## src/rtl/sss_pkg.sv

```systemverilog
// ----------------------------------------------------------------------------
// sss_pkg
// Shared types and constants of the slice shuffle descrambler
// ----------------------------------------------------------------------------
package sss_pkg;

  localparam int FILE_W      = 25;
  localparam int OFF_W       = 24;
  localparam int SLICE_SHIFT = 5;
  localparam int SLICE_BYTES = 32;
  localparam int DEF_MAX_CHUNK_BYTES = 2097152;

  // generator constants
  localparam int SEED_W = 15;
  localparam int RAND_W = 16;
  localparam logic [11:0]       LCG_MUL = 12'd2109;
  localparam logic [13:0]       LCG_ADD = 14'd9273;
  localparam logic [RAND_W-1:0] LCG_OFS = 16'hc000;

  typedef enum logic [3:0] {
    ST_RUN,
    ST_SIZE,
    ST_FILL,
    ST_RAND,
    ST_MUL,
    ST_RD_I,
    ST_RD_X,
    ST_WR_I,
    ST_WR_X
  } state_t;

  // controller to datapath
  typedef struct packed {
    logic accept;
    logic set_tail;
    logic chunk_init;
    logic shrink;
    logic fill_start;
    logic fill_step;
    logic fill_end;
    logic rand_step;
    logic mul_step;
    logic rd_i;
    logic rd_x;
    logic wr_i;
    logic wr_x;
  } cmd_t;

  // datapath to controller
  typedef struct packed {
    logic need_setup;
    logic chunk_open;
    logic tail_cond;
    logic shrink_cond;
    logic fill_last;
    logic out_free;
  } stat_t;

endpackage

```

## src/rtl/sss_ctrl.sv

```systemverilog
// ----------------------------------------------------------------------------
// sss_ctrl
// Sequencer: chunk sizing, table refill, per-slice shuffle and beat flow
// ----------------------------------------------------------------------------
module sss_ctrl import sss_pkg::*; (
  input  logic  clk,
  input  logic  rst,
  input  logic  cfg_we,
  input  logic  in_valid,
  output logic  in_ready,
  input  stat_t stat,
  output cmd_t  cmd
);

  state_t state, state_next;

  // state register
  always_ff @(posedge clk) begin
    if (rst || cfg_we) begin
      state <= ST_RUN;
    end else begin
      state <= state_next;
    end
  end

  // next state and commands
  always_comb begin
    state_next = state;
    cmd        = '0;
    in_ready   = 1'b0;
    case (state)
      ST_RUN: begin
        if (stat.need_setup) begin
          if (stat.chunk_open) begin
            state_next = ST_RAND;
          end else if (stat.tail_cond) begin
            cmd.set_tail = 1'b1;
          end else begin
            cmd.chunk_init = 1'b1;
            state_next     = ST_SIZE;
          end
        end else begin
          in_ready   = stat.out_free;
          cmd.accept = in_valid && stat.out_free;
        end
      end
      ST_SIZE: begin
        if (stat.shrink_cond) begin
          cmd.shrink = 1'b1;
        end else begin
          cmd.fill_start = 1'b1;
          state_next     = ST_FILL;
        end
      end
      ST_FILL: begin
        cmd.fill_step = 1'b1;
        if (stat.fill_last) begin
          cmd.fill_end = 1'b1;
          state_next   = ST_RAND;
        end
      end
      ST_RAND: begin
        cmd.rand_step = 1'b1;
        state_next    = ST_MUL;
      end
      ST_MUL: begin
        cmd.mul_step = 1'b1;
        state_next   = ST_RD_I;
      end
      ST_RD_I: begin
        cmd.rd_i   = 1'b1;
        state_next = ST_RD_X;
      end
      ST_RD_X: begin
        cmd.rd_x   = 1'b1;
        state_next = ST_WR_I;
      end
      ST_WR_I: begin
        cmd.wr_i   = 1'b1;
        state_next = ST_WR_X;
      end
      ST_WR_X: begin
        cmd.wr_x   = 1'b1;
        state_next = ST_RUN;
      end
      default: state_next = ST_RUN;
    endcase
  end

endmodule

```

## config.mk

```make
export PLATFORM = sky130hd
export DESIGN_NAME = sss_ctrl
export DESIGN_NICKNAME = d
export VERILOG_FILES = /design/src/rtl/sss_pkg.sv /design/src/rtl/sss_ctrl.sv
export SDC_FILE = /design/constraint.sdc
export NUM_CORES = 1
export LEC_CHECK = 0
export BUFFER_PORTS_ARGS = -buffer_cell sky130_fd_sc_hd__buf_2
export CAP_MARGIN = 40
export CORE_AREA = 3 3 40 42
export CTS_BUF_LIST = sky130_fd_sc_hd__clkbuf_16
export DETAILED_ROUTE_END_ITERATION = 8
export DIE_AREA = 0 0 43 45
export SLEW_MARGIN = 20
export SYNTH_ARGS = -nofsm -noshare
export SYNTH_HDL_FRONTEND = slang
export SYNTH_SLANG_ARGS = --single-unit
export TNS_END_PERCENT = 1
```

## constraint.sdc

```tcl
create_clock -name clk -period 1.5 [get_ports clk]
set_input_delay 0.225 -clock clk [delete_from_list [all_inputs] [get_ports clk]]
set_output_delay 0.225 -clock clk [all_outputs]
set_load 0.02 [all_outputs]
```

# Yosys cells after proc, flatten, opt, wreduce, memory -nomap -nowiden

Index checks and enable logic that the tools add are counted.

Multiplexer cells: 25
Reduce and logical (&&, ||, !) cells: 4
Equal/unequal tests: 12

Operator list:

| cell                 | number |
|---|---|
| $pmux W4 S8          | 1 |
| $mux W4              | 5 |
| $eq A4 B3 Y1 const B | 4 |
| $mux W1              | 14 |
| $eq A4 B2 Y1 const B | 2 |
| $mux W2              | 4 |
| $ne A2 B2 Y1 const B | 3 |
| $eq A4 B1 Y1 const B | 1 |
| $eq A4 B4 Y1 const B | 1 |
| $logic_not A4 Y1     | 1 |
| $reduce_and A4 Y1    | 1 |
| $mux W3              | 1 |
| $ne A3 B3 Y1 const B | 1 |
| $logic_and A1 B1 Y1  | 1 |
| $logic_or A1 B1 Y1   | 1 |

Input bits: 10
Bits in registers: 4
Output and inout port bits: 14
Word-level logic and storage cells: 42

# Logic depth before layout (Yosys ltp)

Word-level depth: 4
Mapped depth: 4
Depth with buffers taken out: 3

# Worst setup path before layout

No wires, ideal clock.

Path type: reg-to-output
From: register state[1]
To: output port cmd[6] in the netlist's numbering
Data arrival time: 1.432 ns
Required time: 1.275 ns
Buffers on the path: 1
Stages on the path, launching flop included: 5
Slack: -0.157 ns
Path through: dfxtp_1 -> buf_2 -> nand2b_1 -> nor3_1 -> and2_1

RTL lines:

| what                   | line           | RTL |
|---|---|---|
| start, declared        | sss_ctrl.sv:15 | `state_t state, state_next;` |
| start signal, assigned | sss_ctrl.sv:22 | `state <= state_next;` |
| end, declared          | sss_ctrl.sv:12 | `output cmd_t cmd` |

==> results_dict.tcl <==
set metrics [dict create \
    run_status "finished, violations left" \
    violated_checks "setup timing" \
    synth.yosys.seq_area_share_pct 22.5 \
    crit_arrival_ps 1310 \
    netlist_instances 45 \
    wirelength_um 1130 \
    largest_register_ffs 4 \
    synth.ff_latch_count 4 \
    period_share_pct 102 \
    route.vias.total 449 \
    ys.warnings.count 0 \
    netlist_area_um2 355 \
    timing.critical_path.to_type "primary output" \
    layout_overhead_on_the_synthesized_area_pct 76.8 \
    number_of_hold_repair_buffers_added_at_the_cts_stage 0 \
    syn-mean-instance-area_um2 7.90 \
    route.detailed.drc 0 \
    slew_viol_final 0 \
    port_buffers 23 \
    ctsHtreeMaxLevel 1 \
    largest_register "state" \
    grt_max_degree 11 \
    setup_repair_after_global_routing_missed_its_margin "true" \
    synthMostInstantiatedCell "nor2_1" \
    path_cells "nor4_4 > and3b_1 > and2_4 > buf_6" \
    detailedRoute.firstIterationViolations 5 \
    postSynth.asyncResetShare_pct 0 \
    hold_ws_ps 207 \
    fin_worst_skew_ps 0.695 \
    dominantRegCellSynth "dfxtp_1" \
    start_util_pct 27.7 \
    finalWorstPathRequiredPeriod_ps 1540 \
    route.antenna.remaining_nets 0 \
    worstPathMaxFanout 5 \
    timing.critical_path.max_delay_family "simple AND/OR/NAND/NOR gates" \
    grt_antenna_before_repair 0 \
    floorplan.io_pins 24 \
    tritoncts_num_sinks 4 \
    overflow 0 \
    power_density_mw_per_mm2 994 \
    standard_cell_row_count 13 \
    tritoncts_buffers 3 \
    worst_slack_ps -36.6 \
    synthTopCellsByCount "nor2_1, dfxtp_1, nand2b_1" \
    yosysUniqueCellTypes 24 \
    floorplan.die.height_um 45 \
    leakage_nw 0.308 \
    fp.dieArea_mm2 0.00194 \
    die-width_um 43 \
    worst_pin_slew_ps 356 \
    crit_path_top_delay_cell "dfxtp_4" \
    half_perimeter_wire_length_after_placement_um 865 \
    ir_worst_vdd_v 0.000495 \
    largest_registers "state: 4 flops" \
    detail_route.wl_per_cell_um 12.9 \
    worst_skew_pair.late_latency_ps 220 \
    synthesis.nets 55 \
    worst-setup-path-type "flip-flop to primary output" \
    n_fill_cell 137 \
    worst_setup_hold_path_clk_slew_ps 30 \
    core_area_mm2 0.00128 \
    synthDominantAreaCellType "dfxtp_1" \
    number_of_enable_flip_flop_cells_after_synthesis 0 \
    worst_hold_path_type "input port to flip-flop" \
    worstPathBufferInverterCount 1 \
    cts-root-buf "clkbuf_16" \
    global_route_wire_length_before_repair_um 1810 \
    critPathLaunchType "flip-flop" \
    maxClockFrequency_ghz 0.651 \
    slew_headroom_pct 76.0 \
    gp_routability_congestion 0.765 \
    max_stage_delay_ps 350 \
    final_nets 84 \
    first_pass_iteration_count_of_the_detailed_router 3 \
    cts_tree "yes" \
    synthDominantCellAreaShare_pct 22.5 \
    max_clock_buf_depth 2 \
    worst_ep_required_time_ps 1270 \
    fin_setup_tns_ps -36.6 \
    grt_use_total_pct 12.8 \
    first_global_vias 421 \
    yosys-top-cells-area "dfxtp_1, nand2b_1, nor2_1, nor4_1, nor4b_1" \
    final_layout_size_suffix_gt1_share_pct 59.7 \
    report.final.hold_viol_count 0 \
    maxCapViolations 0 \
    report.final.setup_viol 1 \
    antenna_cells_inserted 0 \
    via_to_cell_ratio 5.16 \
]
layer usage:
metal / up-vias / track usage (%) / wire [um]
met4: 0 / 9.04 / 21
met3: 2 / 5.98 / 110
met1: 204 / 14.1 / 491
met2: 22 / 19.5 / 503
li1: 221 / - / -
met5: - / 0 / 0
cells by family (layout without fill, tap and decap cells):
logic type | Yosys count | after routing | synth area share (%)
AND/OR/NAND/NOR | 33 | 33 | 59.9
buffers and inverters | 4 | 31 | 7.04
XOR/XNOR | 1 | 1 | 2.47
AO/OA/AOI/OAI | 3 | 3 | 8.10
flip-flops | 4 | 4 | 22.5
repair_timing:
action	4_1_cts	5_1_grt
setup buffers	0	1
endpoints found under the setup margin	8	7
pin swaps	2	3
gates cloned	0	0
gates resized for setup	7	9
cell usage in the layout (no fill, tap or decap), drive strengths merged, types with 2 or more instances in the layout:
cell | netlist | routed
nor3 | 3 | 3
nor4b | 2 | 2
nand2b | 4 | 4
nor2 | 6 | 6
nor2b | 2 | 2
nand2 | 3 | 3
buf | 3 | 27
and2 | 2 | 2
clkbuf | 0 | 3
nor4 | 4 | 4
dfxtp | 4 | 4
worst paths after layout:
kind | slack (ps) | end | cells after the start | startpoint
max | -40 | cmd[12] | 4 | state[1]
min | 210 | state[3] | 2 | cfg_we
max reg2reg | 180 | state[0] | 3 | state[0]
min reg2reg | 610 | state[3] | 2 | state[0]
power by group:
| part | total (mW) | internal [mW] | switching, mW |
|---|---|---|---|
| Combinational | 0.0937 | 0.0478 | 0.0460 |
| Clock | 0.413 | 0.340 | 0.0731 |
| Sequential | 0.117 | 0.110 | 0.00759 |
| Total | 0.625 | 0.498 | 0.127 |
layout make-up:
cell class                      instances  area [um2]  share of cell area, %
Tap cell                               15        18.8                   2.99
Multi-Input combinational cell         37         284                   45.2
Clock buffer                            3        75.1                   12.0
Inverter                                1        3.75                  0.598
Timing Repair Buffer                   27         159                   25.3
Sequential cell                         4        87.6                   13.9
per-stage QoR:
stage / power [mW] / setup WS [ps] / instances / utilization, % / area [um2]
after floorplan: 0.170 / -31.2 / 45 / - / 360
after global placement: 0.201 / 149 / 83 / 38.6 / 495
after global routing: 0.649 / -83.2 / 87 / 48.9 / 628
final: 0.625 / -36.6 / 87 / 48.9 / 628
after detailed placement: 0.202 / 89.5 / 83 / 38.6 / 495
after CTS: 0.628 / -37.2 / 86 / 45.9 / 589
No activity file was read; power rests on OpenSTA's default activity.
